--- src/fba_pkg.sv ---
// Shared types and constants of the frame bitmap allocator.
`timescale 1ns / 1ps

package fba_pkg;

    // Field widths of the request and result beats and of the frame count.
    localparam int FRAME_W = 20;
    localparam int ADDR_W  = 32;
    localparam int CNT_W   = 13;
    localparam int STAT_W  = 2;
    localparam int REQ_W   = 2;

    // Frame comparisons need one bit above the frame field.
    localparam int CMP_W = FRAME_W + 1;

    // A page is 4 KiB, so the frame is the address above bit 11.
    localparam int FRAME_SHIFT = 12;

    // Defaults of the top level parameters.
    localparam int MAX_FRAMES_DEF    = 4096;
    localparam int BITS_PER_WORD_DEF = 32;

    // Frame count after reset.
    localparam logic [CNT_W-1:0] FRAME_COUNT_RST = 13'd4096;

    // Request codes.
    typedef enum logic [REQ_W-1:0] {
        REQ_ALLOC = 2'd0,
        REQ_FREE  = 2'd1,
        REQ_MAP   = 2'd2
    } t_req;

    // Result status codes.
    typedef enum logic [STAT_W-1:0] {
        ST_DONE      = 2'd0,
        ST_UNCHANGED = 2'd1,
        ST_NO_FREE   = 2'd2,
        ST_OUTSIDE   = 2'd3
    } t_status;

    // Controller states.
    typedef enum logic [2:0] {
        S_CLEAR,
        S_IDLE,
        S_DECIDE,
        S_SCAN,
        S_LOCATE,
        S_MODIFY,
        S_FINISH
    } t_state;

    // Commands from the controller to the datapath.
    typedef struct packed {
        logic clear;
        logic load;
        logic scan;
        logic locate;
        logic modify;
        logic finish;
    } t_cmd;

    // Status from the datapath to the controller.
    typedef struct packed {
        logic clear_done;
        logic need_scan;
        logic need_locate;
        logic scan_found;
        logic scan_empty;
        logic loc_hit;
        logic out_free;
    } t_dp_stat;

endpackage

--- src/fba_ctrl.sv ---
// Controller state machine of the frame bitmap allocator.
`timescale 1ns / 1ps

module fba_ctrl (
    input  logic             i_clk,
    input  logic             i_rst_n,
    input  logic             i_s_tvalid,
    output logic             o_s_tready,
    input  fba_pkg::t_dp_stat i_stat,
    output fba_pkg::t_cmd    o_cmd
);
    import fba_pkg::*;

    t_state r_state;
    t_state n_state;

    // State register; reset starts the clearing pass.
    always_ff @(posedge i_clk) begin
        if (!i_rst_n) begin
            r_state <= S_CLEAR;
        end else begin
            r_state <= n_state;
        end
    end

    // Next state.
    always_comb begin
        n_state = r_state;
        unique case (r_state)
            S_CLEAR: begin
                if (i_stat.clear_done) n_state = S_IDLE;
            end
            S_IDLE: begin
                if (i_s_tvalid) n_state = S_DECIDE;
            end
            S_DECIDE: begin
                if (i_stat.need_scan) n_state = S_SCAN;
                else if (i_stat.need_locate) n_state = S_LOCATE;
                else n_state = S_FINISH;
            end
            S_SCAN: begin
                if (i_stat.scan_found || i_stat.scan_empty) n_state = S_FINISH;
            end
            S_LOCATE: begin
                if (i_stat.loc_hit) n_state = S_MODIFY;
            end
            S_MODIFY: begin
                n_state = S_FINISH;
            end
            S_FINISH: begin
                if (i_stat.out_free) n_state = S_IDLE;
            end
            default: begin
                n_state = S_CLEAR;
            end
        endcase
    end

    // Commands and the input handshake.
    always_comb begin
        o_cmd      = '0;
        o_s_tready = 1'b0;
        unique case (r_state)
            S_CLEAR: begin
                o_cmd.clear = 1'b1;
            end
            S_IDLE: begin
                o_s_tready = 1'b1;
                o_cmd.load = i_s_tvalid;
            end
            S_DECIDE: begin
            end
            S_SCAN: begin
                o_cmd.scan = 1'b1;
            end
            S_LOCATE: begin
                o_cmd.locate = 1'b1;
            end
            S_MODIFY: begin
                o_cmd.modify = 1'b1;
            end
            S_FINISH: begin
                o_cmd.finish = i_stat.out_free;
            end
            default: begin
            end
        endcase
    end

endmodule

--- src/fba_datapath.sv ---
// Datapath of the frame bitmap allocator: bitmap memory, scan and result register.
`timescale 1ns / 1ps

module fba_datapath #(
    parameter int MAX_FRAMES    = fba_pkg::MAX_FRAMES_DEF,
    parameter int BITS_PER_WORD = fba_pkg::BITS_PER_WORD_DEF
) (
    input  logic                         i_clk,
    input  logic                         i_rst_n,
    input  fba_pkg::t_cmd                i_cmd,
    output fba_pkg::t_dp_stat            o_stat,
    input  logic                         i_cfg_we,
    input  logic [fba_pkg::CNT_W-1:0]    i_cfg_wdata,
    input  logic [fba_pkg::REQ_W-1:0]    i_req_type,
    input  logic [fba_pkg::FRAME_W-1:0]  i_entry_frame,
    input  logic [fba_pkg::ADDR_W-1:0]   i_map_address,
    input  logic                         i_kernel_page,
    input  logic                         i_rw_page,
    output logic                         o_valid,
    input  logic                         i_ready,
    output logic [fba_pkg::FRAME_W-1:0]  o_frame,
    output logic                         o_present,
    output logic                         o_writable,
    output logic                         o_user,
    output logic [fba_pkg::STAT_W-1:0]   o_status
);
    import fba_pkg::*;

    localparam int WORD_COUNT = (MAX_FRAMES + BITS_PER_WORD - 1) / BITS_PER_WORD;
    localparam int WIDX_W     = (WORD_COUNT > 1) ? $clog2(WORD_COUNT) : 1;
    localparam int BIT_W      = $clog2(BITS_PER_WORD);
    localparam logic [WIDX_W-1:0] LAST_WORD = WIDX_W'(WORD_COUNT - 1);
    localparam logic [CMP_W-1:0]  MAX_C     = CMP_W'(MAX_FRAMES);
    localparam logic [CMP_W-1:0]  BPW_C     = CMP_W'(BITS_PER_WORD);
    localparam logic [BITS_PER_WORD-1:0] ONE_W = BITS_PER_WORD'(1);

    // Bitmap of used frames.
    logic [BITS_PER_WORD-1:0] mem [WORD_COUNT];

    // Configuration and latched request.
    logic [CNT_W-1:0]   r_frame_count;
    logic [REQ_W-1:0]   r_req_type;
    logic [FRAME_W-1:0] r_entry;
    logic [FRAME_W-1:0] r_map_frame;
    logic               r_kern;
    logic               r_wr;

    // Word walker and registered read.
    logic [WIDX_W-1:0]        r_word_idx;
    logic [CMP_W-1:0]         r_base;
    logic [BITS_PER_WORD-1:0] r_rd_data;
    logic                     r_rd_valid;
    logic [WIDX_W-1:0]        r_rd_idx;
    logic [CMP_W-1:0]         r_rd_base;
    logic [BIT_W-1:0]         r_bit_pos;

    // Allocation outcome.
    logic               r_alloc_ok;
    logic [FRAME_W-1:0] r_alloc_frame;

    // Result register.
    logic               r_out_valid;
    logic [FRAME_W-1:0] r_out_frame;
    logic               r_out_present;
    logic               r_out_writable;
    logic               r_out_user;
    logic [STAT_W-1:0]  r_out_status;

    logic [CMP_W-1:0]         entry_c;
    logic [CMP_W-1:0]         map_c;
    logic [CMP_W-1:0]         count_c;
    logic [CMP_W-1:0]         limit;
    logic [CMP_W-1:0]         target;
    logic [CMP_W-1:0]         base_next;
    logic                     map_in_mem;
    logic                     issue;
    logic                     found;
    logic                     hit;
    logic [BIT_W-1:0]         first_free;
    logic                     mem_we;
    logic [WIDX_W-1:0]        mem_waddr;
    logic [BITS_PER_WORD-1:0] mem_wdata;
    logic                     rd_en;
    logic [FRAME_W-1:0]       res_frame;
    logic                     res_present;
    logic                     res_writable;
    logic                     res_user;
    t_status                  res_status;

    // Request classification and bounds.
    assign entry_c    = {1'b0, r_entry};
    assign map_c      = {1'b0, r_map_frame};
    assign count_c    = CMP_W'(r_frame_count);
    assign limit      = (count_c < MAX_C) ? count_c : MAX_C;
    assign map_in_mem = map_c < count_c;
    assign target     = (r_req_type == REQ_FREE) ? entry_c : map_c;
    assign base_next  = r_base + BPW_C;

    // Scan: issue a read while a whole word fits below the limit.
    assign issue = base_next <= limit;
    assign found = r_rd_valid && (r_rd_data != '1);
    assign hit   = target < base_next;

    // Lowest clear bit of the word under test.
    always_comb begin
        first_free = '0;
        for (int j = BITS_PER_WORD - 1; j >= 0; j--) begin
            if (!r_rd_data[j]) first_free = BIT_W'(j);
        end
    end

    // Status to the controller.
    always_comb begin
        o_stat             = '0;
        o_stat.clear_done  = r_word_idx == LAST_WORD;
        o_stat.need_scan   = (r_req_type == REQ_ALLOC) && (r_entry == '0);
        o_stat.need_locate = ((r_req_type == REQ_FREE) && (r_entry != '0) && (entry_c < MAX_C))
                          || ((r_req_type == REQ_MAP) && map_in_mem && (map_c < MAX_C));
        o_stat.scan_found  = found;
        o_stat.scan_empty  = !r_rd_valid && !issue;
        o_stat.loc_hit     = hit;
        o_stat.out_free    = !r_out_valid || i_ready;
    end

    // Memory write port selection.
    always_comb begin
        mem_we    = 1'b0;
        mem_waddr = r_rd_idx;
        mem_wdata = r_rd_data;
        if (i_cmd.clear) begin
            mem_we    = 1'b1;
            mem_waddr = r_word_idx;
            mem_wdata = '0;
        end else if (i_cmd.scan && found) begin
            mem_we    = 1'b1;
            mem_wdata = r_rd_data | (ONE_W << first_free);
        end else if (i_cmd.modify) begin
            mem_we = 1'b1;
            if (r_req_type == REQ_MAP) begin
                mem_wdata = r_rd_data | (ONE_W << r_bit_pos);
            end else begin
                mem_wdata = r_rd_data & ~(ONE_W << r_bit_pos);
            end
        end
    end

    assign rd_en = (i_cmd.scan && issue) || (i_cmd.locate && hit);

    // Bitmap memory, one write and one registered read per cycle.
    always_ff @(posedge i_clk) begin
        if (mem_we) mem[mem_waddr] <= mem_wdata;
        if (rd_en) r_rd_data <= mem[r_word_idx];
    end

    // Frame count register.
    always_ff @(posedge i_clk) begin
        if (!i_rst_n) begin
            r_frame_count <= FRAME_COUNT_RST;
        end else if (i_cfg_we) begin
            r_frame_count <= i_cfg_wdata;
        end
    end

    // Request capture.
    always_ff @(posedge i_clk) begin
        if (i_cmd.load) begin
            r_req_type  <= i_req_type;
            r_entry     <= i_entry_frame;
            r_map_frame <= i_map_address[ADDR_W-1:FRAME_SHIFT];
            r_kern      <= i_kernel_page;
            r_wr        <= i_rw_page;
        end
    end

    // Word walker: clearing pass, scan and locate.
    always_ff @(posedge i_clk) begin
        if (!i_rst_n) begin
            r_word_idx <= '0;
            r_base     <= '0;
            r_rd_valid <= 1'b0;
            r_alloc_ok <= 1'b0;
        end else begin
            if (i_cmd.clear) begin
                r_word_idx <= (r_word_idx == LAST_WORD) ? '0 : r_word_idx + 1'b1;
            end else if (i_cmd.load) begin
                r_word_idx <= '0;
                r_base     <= '0;
                r_rd_valid <= 1'b0;
                r_alloc_ok <= 1'b0;
            end else if (i_cmd.scan) begin
                r_rd_valid <= issue;
                if (issue) begin
                    r_rd_idx   <= r_word_idx;
                    r_rd_base  <= r_base;
                    r_word_idx <= r_word_idx + 1'b1;
                    r_base     <= base_next;
                end
                if (found) begin
                    r_alloc_ok    <= 1'b1;
                    r_alloc_frame <= FRAME_W'(r_rd_base + CMP_W'(first_free));
                end
            end else if (i_cmd.locate) begin
                if (hit) begin
                    r_rd_idx  <= r_word_idx;
                    r_bit_pos <= BIT_W'(target - r_base);
                end else begin
                    r_word_idx <= r_word_idx + 1'b1;
                    r_base     <= base_next;
                end
            end
        end
    end

    // Result of the latched request.
    always_comb begin
        res_frame    = '0;
        res_present  = 1'b0;
        res_writable = 1'b0;
        res_user     = 1'b0;
        res_status   = ST_UNCHANGED;
        case (r_req_type)
            REQ_ALLOC: begin
                if (r_entry != '0) begin
                    res_frame = r_entry;
                end else if (r_alloc_ok) begin
                    res_frame    = r_alloc_frame;
                    res_present  = 1'b1;
                    res_writable = r_wr;
                    res_user     = !r_kern;
                    res_status   = ST_DONE;
                end else begin
                    res_status = ST_NO_FREE;
                end
            end
            REQ_FREE: begin
                if (r_entry == '0) res_status = ST_UNCHANGED;
                else if (entry_c >= MAX_C) res_status = ST_OUTSIDE;
                else res_status = ST_DONE;
            end
            REQ_MAP: begin
                res_frame    = r_map_frame;
                res_present  = 1'b1;
                res_writable = 1'b1;
                res_status   = (map_in_mem && (map_c >= MAX_C)) ? ST_OUTSIDE : ST_DONE;
            end
            default: begin
                res_frame = r_entry;
            end
        endcase
    end

    // Result register; a waiting beat holds until it is taken.
    always_ff @(posedge i_clk) begin
        if (!i_rst_n) begin
            r_out_valid <= 1'b0;
        end else if (i_cmd.finish) begin
            r_out_valid <= 1'b1;
        end else if (i_ready) begin
            r_out_valid <= 1'b0;
        end
    end

    always_ff @(posedge i_clk) begin
        if (i_cmd.finish) begin
            r_out_frame    <= res_frame;
            r_out_present  <= res_present;
            r_out_writable <= res_writable;
            r_out_user     <= res_user;
            r_out_status   <= res_status;
        end
    end

    assign o_valid    = r_out_valid;
    assign o_frame    = r_out_frame;
    assign o_present  = r_out_present;
    assign o_writable = r_out_writable;
    assign o_user     = r_out_user;
    assign o_status   = r_out_status;

endmodule

--- src/frame_bitmap_allocator.sv ---
// Top level of the first-fit frame bitmap allocator.
//
// Requests arrive as beats on the slave stream (i_s_*), one result leaves
// for each request on the master stream (o_m_*). The frame count register is
// written through i_cfg_we / i_cfg_wdata; the user must write it only while
// the block is idle, which the block itself does not enforce. One request is
// handled at a time. A request is taken only in the idle state, and o_s_tready
// is low while one is in progress. Allocate scans the bitmap one word per cycle
// through the single memory read port. Free and direct map walk to the frame's
// word one word per cycle, then read, modify and write it. Requests that touch
// no bitmap word go from the decide state straight to the result.
// After reset a clearing pass writes zero to every bitmap word, one word per
// cycle; no request is taken meanwhile.
// The result sits in an output register. If the receiver stalls, the result
// holds there, and the next request is accepted and worked on, but its own
// result waits until the register is free.
`timescale 1ns / 1ps

module frame_bitmap_allocator #(
    parameter int MAX_FRAMES    = fba_pkg::MAX_FRAMES_DEF,
    parameter int BITS_PER_WORD = fba_pkg::BITS_PER_WORD_DEF
) (
    input  logic                      i_clk,
    input  logic                      i_rst_n,
    input  logic                      i_cfg_we,
    input  logic [fba_pkg::CNT_W-1:0] i_cfg_wdata,  // frame_count
    input  logic                      i_s_tvalid,
    output logic                      o_s_tready,
    // entry_frame[19:0], map_address[51:20], kernel_page[52], rw_page[53], zero[55:54]
    input  logic [55:0]               i_s_tdata,
    input  logic [1:0]                i_s_tuser,    // req_type[1:0]
    output logic                      o_m_tvalid,
    input  logic                      i_m_tready,
    // frame[19:0], present[20], writable[21], user[22], zero[23]
    output logic [23:0]               o_m_tdata,
    output logic [1:0]                o_m_tuser     // status[1:0]
);
    import fba_pkg::*;

    t_cmd               cmd;
    t_dp_stat           stat;
    logic [FRAME_W-1:0] out_frame;
    logic               out_present;
    logic               out_writable;
    logic               out_user;
    logic [STAT_W-1:0]  out_status;

    // Controller.
    fba_ctrl u_ctrl (
        .i_clk      (i_clk),
        .i_rst_n    (i_rst_n),
        .i_s_tvalid (i_s_tvalid),
        .o_s_tready (o_s_tready),
        .i_stat     (stat),
        .o_cmd      (cmd)
    );

    // Datapath.
    fba_datapath #(
        .MAX_FRAMES    (MAX_FRAMES),
        .BITS_PER_WORD (BITS_PER_WORD)
    ) u_datapath (
        .i_clk          (i_clk),
        .i_rst_n        (i_rst_n),
        .i_cmd          (cmd),
        .o_stat         (stat),
        .i_cfg_we       (i_cfg_we),
        .i_cfg_wdata    (i_cfg_wdata),
        .i_req_type     (i_s_tuser),
        .i_entry_frame  (i_s_tdata[19:0]),
        .i_map_address  (i_s_tdata[51:20]),
        .i_kernel_page  (i_s_tdata[52]),
        .i_rw_page      (i_s_tdata[53]),
        .o_valid        (o_m_tvalid),
        .i_ready        (i_m_tready),
        .o_frame        (out_frame),
        .o_present      (out_present),
        .o_writable     (out_writable),
        .o_user         (out_user),
        .o_status       (out_status)
    );

    // Result beat packing.
    assign o_m_tdata = {1'b0, out_user, out_writable, out_present, out_frame};
    assign o_m_tuser = out_status;

endmodule
--- config.mk ---
export PLATFORM = sky130hd
export DESIGN_NAME = frame_bitmap_allocator
export DESIGN_NICKNAME = d
export VERILOG_FILES = /design/src/fba_pkg.sv /design/src/fba_ctrl.sv /design/src/fba_datapath.sv /design/src/frame_bitmap_allocator.sv
export SDC_FILE = /design/constraint.sdc
export NUM_CORES = 2
export LEC_CHECK = 0
export BUFFER_PORTS_ARGS = -buffer_cell sky130_fd_sc_hd__clkbuf_2
export CORE_MARGIN = 5
export CORE_UTILIZATION = 47
export CTS_BUF_LIST = sky130_fd_sc_hd__clkbuf_4 sky130_fd_sc_hd__clkbuf_8
export DETAILED_ROUTE_END_ITERATION = 10
export HOLD_SLACK_MARGIN = 0.03
export PLACE_DENSITY = 0.61
export SYNTH_ARGS = -nofsm -noshare
export SYNTH_HDL_FRONTEND = slang
export SYNTH_SLANG_ARGS = --single-unit
--- constraint.sdc ---
create_clock -name i_clk -period 17.8 [get_ports i_clk]
set_input_delay 4.45 -clock i_clk [delete_from_list [all_inputs] [get_ports i_clk]]
set_output_delay 4.45 -clock i_clk [all_outputs]
set_load 0.05 [all_outputs]
# Yosys cells after proc, flatten, opt, wreduce, memory -nomap -nowiden
# Memory sizes are Yosys's and may differ from the RTL's. A register that Yosys moved wholly into a read port is not among the register bits.
# Cells that the tools add are included.
# op_classes
addsub	4
multipliers	0
div_mod_pow	0
magnitude_cmp	8
n_eq_ne	20
shifts	2
muxes	97
bitwise_logic	9
reduce_logical	40
# op_table
op	n
5-bit two-way mux	32
32-bit two-way mux	4
21-bit two-way mux	5
7-bit two-way mux	12
32-bit bitwise OR	2
1-bit by 5-bit left shift with 32-bit output, first input constant	2
20-bit two-way mux	3
20-bit one-hot mux with 3 select lines	1
20-bit by 13-bit >= comparator with 1-bit output, second input constant	2
20-bit by 13-bit less-than comparator with 1-bit output, second input constant	2
32-bit AND	1
32-bit != test, second input constant	1
32-bit inverter	1
1-bit two-way mux	23
21-bit by 6-bit adder with 21-bit output, second input constant	1
21-bit <= comparator	1
20-bit by 21-bit less-than comparator with 1-bit output	1
3-bit one-hot mux with 7 select lines	1
20-bit by 5-bit adder with 20-bit output	1
20-bit logical NOT	1
20-bit by 13-bit less-than comparator with 1-bit output	1
20-bit nonzero test	1
3-bit two-way mux	6
5-bit AND reduction	3
33 further kinds	72
# totals
reg_bits	168
latchBits	0
mem_bits_rw	4096
romBits	0
inputBits	76
out_inout_bits	28
wordCells	202
memories	1
# mem_list
memory	depth	word_bits	rd	rd_ports_with_merged_regs	write_ports	line	text
u_datapath.mem	128	32	1	1	1	fba_datapath.sv:38	logic [BITS_PER_WORD-1:0] mem [WORD_COUNT];

# Logic depth before layout (Yosys ltp)
# depth
ltp_word	36
mapped_depth	15
mapped_depth_nobuf	13

# By module
# A second synthesis with hierarchy kept.
# hier_totals
hier_cells	7014
hier_area_um2	166008.0
# modules_own_cells
mod	instances	cells_per_inst	area_per_inst_um2	seq_area_each_um2
fba_datapath	1	6971	165697.7	128223.0
fba_ctrl	1	38	276.5	60.1
frame_bitmap_allocator	1	5	33.8	0.0

# Worst setup path after synthesis
# No wires, ideal clock.
# synth_timing
path_kind	reg-to-reg
start	register u_ctrl.r_state[0]
end	memory u_datapath.mem[0][5] in the netlist's numbering (data pin)
setup_ns	1.240
arrival_ns	7.071
required_time_ns	16.560
path_slack_ns	9.489
stages_incl_launch_ff	7
n_path_buf	0
period_less_slack_ns	8.311
path_cell_list	dfxtp_1 -> clkinv_1 -> nor3b_1 -> nand2_1 -> a21oi_1 -> nand4_1 -> o32ai_1
# synth_between
elab_chain_len	5
word_cells_on_any_way	10
classes_between	2 x eq/ne; 6 x mux; 2 x reduce/logical
# synth_lines
element	line	text
start, declared	fba_ctrl.sv:14	t_state r_state;
start signal, assigned	fba_ctrl.sv:22	r_state <= n_state;
3-bit == test / 3-bit by 2-bit == test with 1-bit output (equally long branches)	fba_ctrl.sv:63	unique case (r_state)
1-bit two-way mux	fba_ctrl.sv:63	
32-bit two-way mux / 1-bit logical AND (equally long branches)	fba_datapath.sv:137, fba_datapath.sv:134	
32-bit two-way mux	fba_datapath.sv:134	end else if (i_cmd.scan && found) begin
32-bit two-way mux (*)	fba_datapath.sv:130	if (i_cmd.clear) begin
via u_datapath.mem_wdata[5]	fba_datapath.sv:82	logic [BITS_PER_WORD-1:0] mem_wdata;
end, declared	fba_datapath.sv:38	
# Mark *: on every way through the listed nets, which the timed path passes. The rest lies on a longest branch.

# Worst setup path after layout
# layout_timing
start	register u_ctrl.r_state[0]
end	output port o_s_tready
# layout_between
elab_chain_len	2
# layout_lines
element	line	text
3-bit by 1-bit == test with 1-bit output	fba_ctrl.sv:63	
1-bit two-way mux	fba_ctrl.sv:63	
end, declared	frame_bitmap_allocator.sv:28	output logic o_s_tready,
# Every way passes these cells.

==> results.txt <==
Routed wire length = 414000 um
Crit path time final = 7.43 ns
Hold path cells = 0
Power, Total = 27.7 mW
Count of input and output buffers = 88
Cts repair resizes = 0
Vias per Instance = 6.05
Worst Path Max Fanout = 15
Critical hold path startpoint = u_datapath.r_rd_base[19]
Die Height = 605 um
Hold-fix buffers at CTS = 0
Worst path slowest cell = dfxtp_1
Total GRT Usage = 22.4%
Setup Skew = 0.117 ns
Final antenna-violating net count = 0
Top_reg_cell synth = edfxtp_1
Total negative slack = 0 ns
Hold Path End = u_datapath.r_alloc_frame[19]
R2R setup slack = 11.35 ns
Maximum root-to-sink buffer count = 4
Post-synthesis cell count = 7066
Yosys synthesis warning count = 0
Crit path buffers/inverters = 2
Setup CP Type = reg2out
Layout cells sized above 1 = 34.9%
Final setup margin = 10.37 ns
Power Dens Cells = 148 mW/mm^2
Depth of the CTS H-tree = 6
Status = finished clean
Fmax = 135 MHz
Period utilisation layout = 41.7%
Critical path cell sequence = clkinv_1 -> nor3_1 -> clkbuf_2
Drt first pass iters = 6
CP endpoint kind = output pin
Synthesized flop and latch total = 4286
GRT overflow = 0
# IOs = 104
Number of DRC markers in iteration 0 = 8654
CP peak stage delay = 0.63 ns
Syn-to-layout area delta = 12.7%
Starting Density = 47.2%
Post-Syn Area = 0.166 sq mm
First-pass GRT wire length = 586000 um
Hold Path Class = reg2reg
Total core area = 0.352 sq mm
Post-CTS setup buffer count = 0
R2r endpoint = u_datapath.r_rd_data[7]
Die area = 0.366 sq mm
Largest net degree at the start of global routing = 110
DRC violations left = 0
Leakage power = 57.5 nW
Sequential cell area fraction in the yosys report = 77.2%
Yosys top cell area share = 76.7%
Inst Count DP = 11755
Clk sink count = 4286
Max IR drop VDD = 0.114 mV
Final core utilization = 53.1%
Relative slew margins = 11.7%
Top delay family on crit path = buffers and inverters
Synth area leaders = edfxtp_1, mux4_2, mux2i_1, dfxtp_1, clkbuf_1
Mean post-synth cell area = 23.5 sq um
Worst reg2reg path startpoint = u_datapath.r_word_idx[0]
Row cnt = 218
Slew @ Worst Pin = 1.32 ns
Arr. time, crit path = 2.98 ns
Dpl ws = 10.76 ns
Nets@finish = 7823
Initial antenna violation count = 10
RSZ-0062 raised after global routing = no
Clock Latency Late Sink = 1.21 ns
Async SR Flop Fraction = 0%
Layout Cells excl Fill = 12959
Final Hold Viols = 0
Synth area leader = edfxtp_1
Vias after detailed routing = 78379
CTS tree = yes
EDFF count, synth = 4244
Detailed Place HPWL = 216000 um
Setup violators final = 0
Routed wire per std cell = 31.9 um
CP Data Required Time = 13.35 ns
Root buf cell = clkbuf_8
Vias in the first global route = 80884
Cts bufs inserted = 679
Startpoint Class = register
Final Max Tran Viols = 0
Max Cap Violations = 0
Die Width = 605 um
Worst-path clk slew = 0.06 ns
Worst reg2reg path depth = 9
Count of cell types in the netlist = 70
Routability cong. = 0.875
## cell type report
| cell class | count | area [sq um] |
|---|---|---|
| inverter | 54 | 203 |
| multi-input combinational | 2341 | 37600 |
| clock buffer | 922 | 11200 |
| fill | 26881 | 165000 |
| timing repair buffer | 345 | 2540 |
| clock inverter | 265 | 1490 |
| antenna | 16 | 40.0 |
| tap | 4730 | 5920 |
| sequential | 4286 | 128000 |
## sequential cells by signal, indices dropped and copies added (netlist names), 5 cells and up
register	flops
u_datapath.r_rd_idx	7
u_datapath.r_frame_count	13
u_datapath.r_word_idx	7
u_datapath.r_rd_base	15
u_datapath.r_base	16
u_datapath.o_frame	20
u_datapath.mem	4096
u_datapath.r_alloc_frame	20
u_datapath.r_rd_data	32
u_datapath.r_bit_pos	5
u_datapath.r_entry	20
u_datapath.r_map_frame	20
## cell families (layout without fill, tap and decap cells)
| logic type | after synthesis | in the layout | share of synthesized area [%] |
|---|---|---|---|
| AO/OA/AOI/OAI | 270 | 270 | 1.18 |
| XOR/XNOR | 27 | 27 | 0.142 |
| adder cells (fa/ha/maj) | 40 | 40 | 0.301 |
| buffers and inverters | 441 | 1586 | 1.13 |
| flip-flops | 4286 | 4286 | 77.2 |
| multiplexers | 1489 | 1489 | 18.6 |
| other | 2 | 20 | 0.00452 |
| AND/OR/NAND/NOR | 511 | 511 | 1.45 |
## worst max path at each step
stage                                 start                       end  slack (ns)  cells past startpoint
after global placement              i_rst_n  u_datapath.r_rd_base[17]       10.83                      3
after global routing      u_ctrl.r_state[0]                o_s_tready       10.18                      3
after floorplan           u_ctrl.r_state[0]      u_datapath.mem[0][5]        9.49                      6
after CTS                 u_ctrl.r_state[0]                o_s_tready       10.30                      3
after detailed placement            i_rst_n  u_datapath.r_rd_base[16]       10.76                      3
final                     u_ctrl.r_state[0]                o_s_tready       10.37                      3
## stage by stage
step,hold WS (ns),area (sq um)
floorplan,0.403,166000
global placement,0.416,175000
detailed placement,0.410,175000
CTS,0.424,187000
global route,0.438,187000
finish,0.422,187000
## placed cells by master (no fill, tap or decap), drive strengths merged, types with 27 or more instances in the layout
cell type / netlist / routed
edfxtp: 4244 / 4244
mux4: 1280 / 1280
clkbuf: 218 / 1010
buf: 169 / 257
clkinv: 2 / 230
nor2: 184 / 184
mux2i: 182 / 182
nand2: 116 / 116
inv: 52 / 77
nand3: 46 / 46
o21ai: 44 / 44
dfxtp: 42 / 42
ha: 40 / 40
a21oi: 37 / 37
a221oi: 34 / 34
a22o: 30 / 30
o22ai: 28 / 28
mux2: 27 / 27
nand2b: 27 / 27
## synthesized netlist by cell type (all sizes together), types with 3 or more instances
| cell | number |
|---|---|
| ha | 40 |
| a21oi | 37 |
| nand2b | 27 |
| or3 | 6 |
| mux2 | 27 |
| o22ai | 28 |
| o211ai | 12 |
| nor2b | 25 |
| nand4 | 25 |
| nand3 | 46 |
| clkbuf | 218 |
| a311oi | 3 |
| o31ai | 3 |
| and3 | 8 |
| nand2 | 116 |
| o31a | 3 |
| and4 | 7 |
| nor3b | 6 |
| and2 | 10 |
| a21boi | 4 |
| nor3 | 25 |
| a211oi | 7 |
| nand3b | 10 |
| a21o | 3 |
| a221oi | 34 |
| a222oi | 15 |
| nor4 | 11 |
| a22oi | 5 |
| inv | 52 |
| nor2 | 184 |
| a2111o | 6 |
| buf | 169 |
| a31oi | 11 |
| mux4 | 1280 |
| xnor2 | 14 |
| o21ai | 44 |
| edfxtp | 4244 |
| a221o | 5 |
| dfxtp | 42 |
| a22o | 30 |
| o21a | 7 |
| mux2i | 182 |
| xor2 | 13 |
## power breakdown
group | internal (mW) | switching [mW]
Combinational | 2.45 | 4.29
Sequential | 12.9 | 0.157
Clock | 4.14 | 3.79
## metal layers
metal	wire (um)	track usage (%)	vias to the layer above
met5	12	0	-
met2	205000	36.7	3271
met3	29600	3.97	672
li1	-	-	31804
met1	166000	30.9	42630
met4	13200	7.04	2
(Power assumes the default switching activity.)
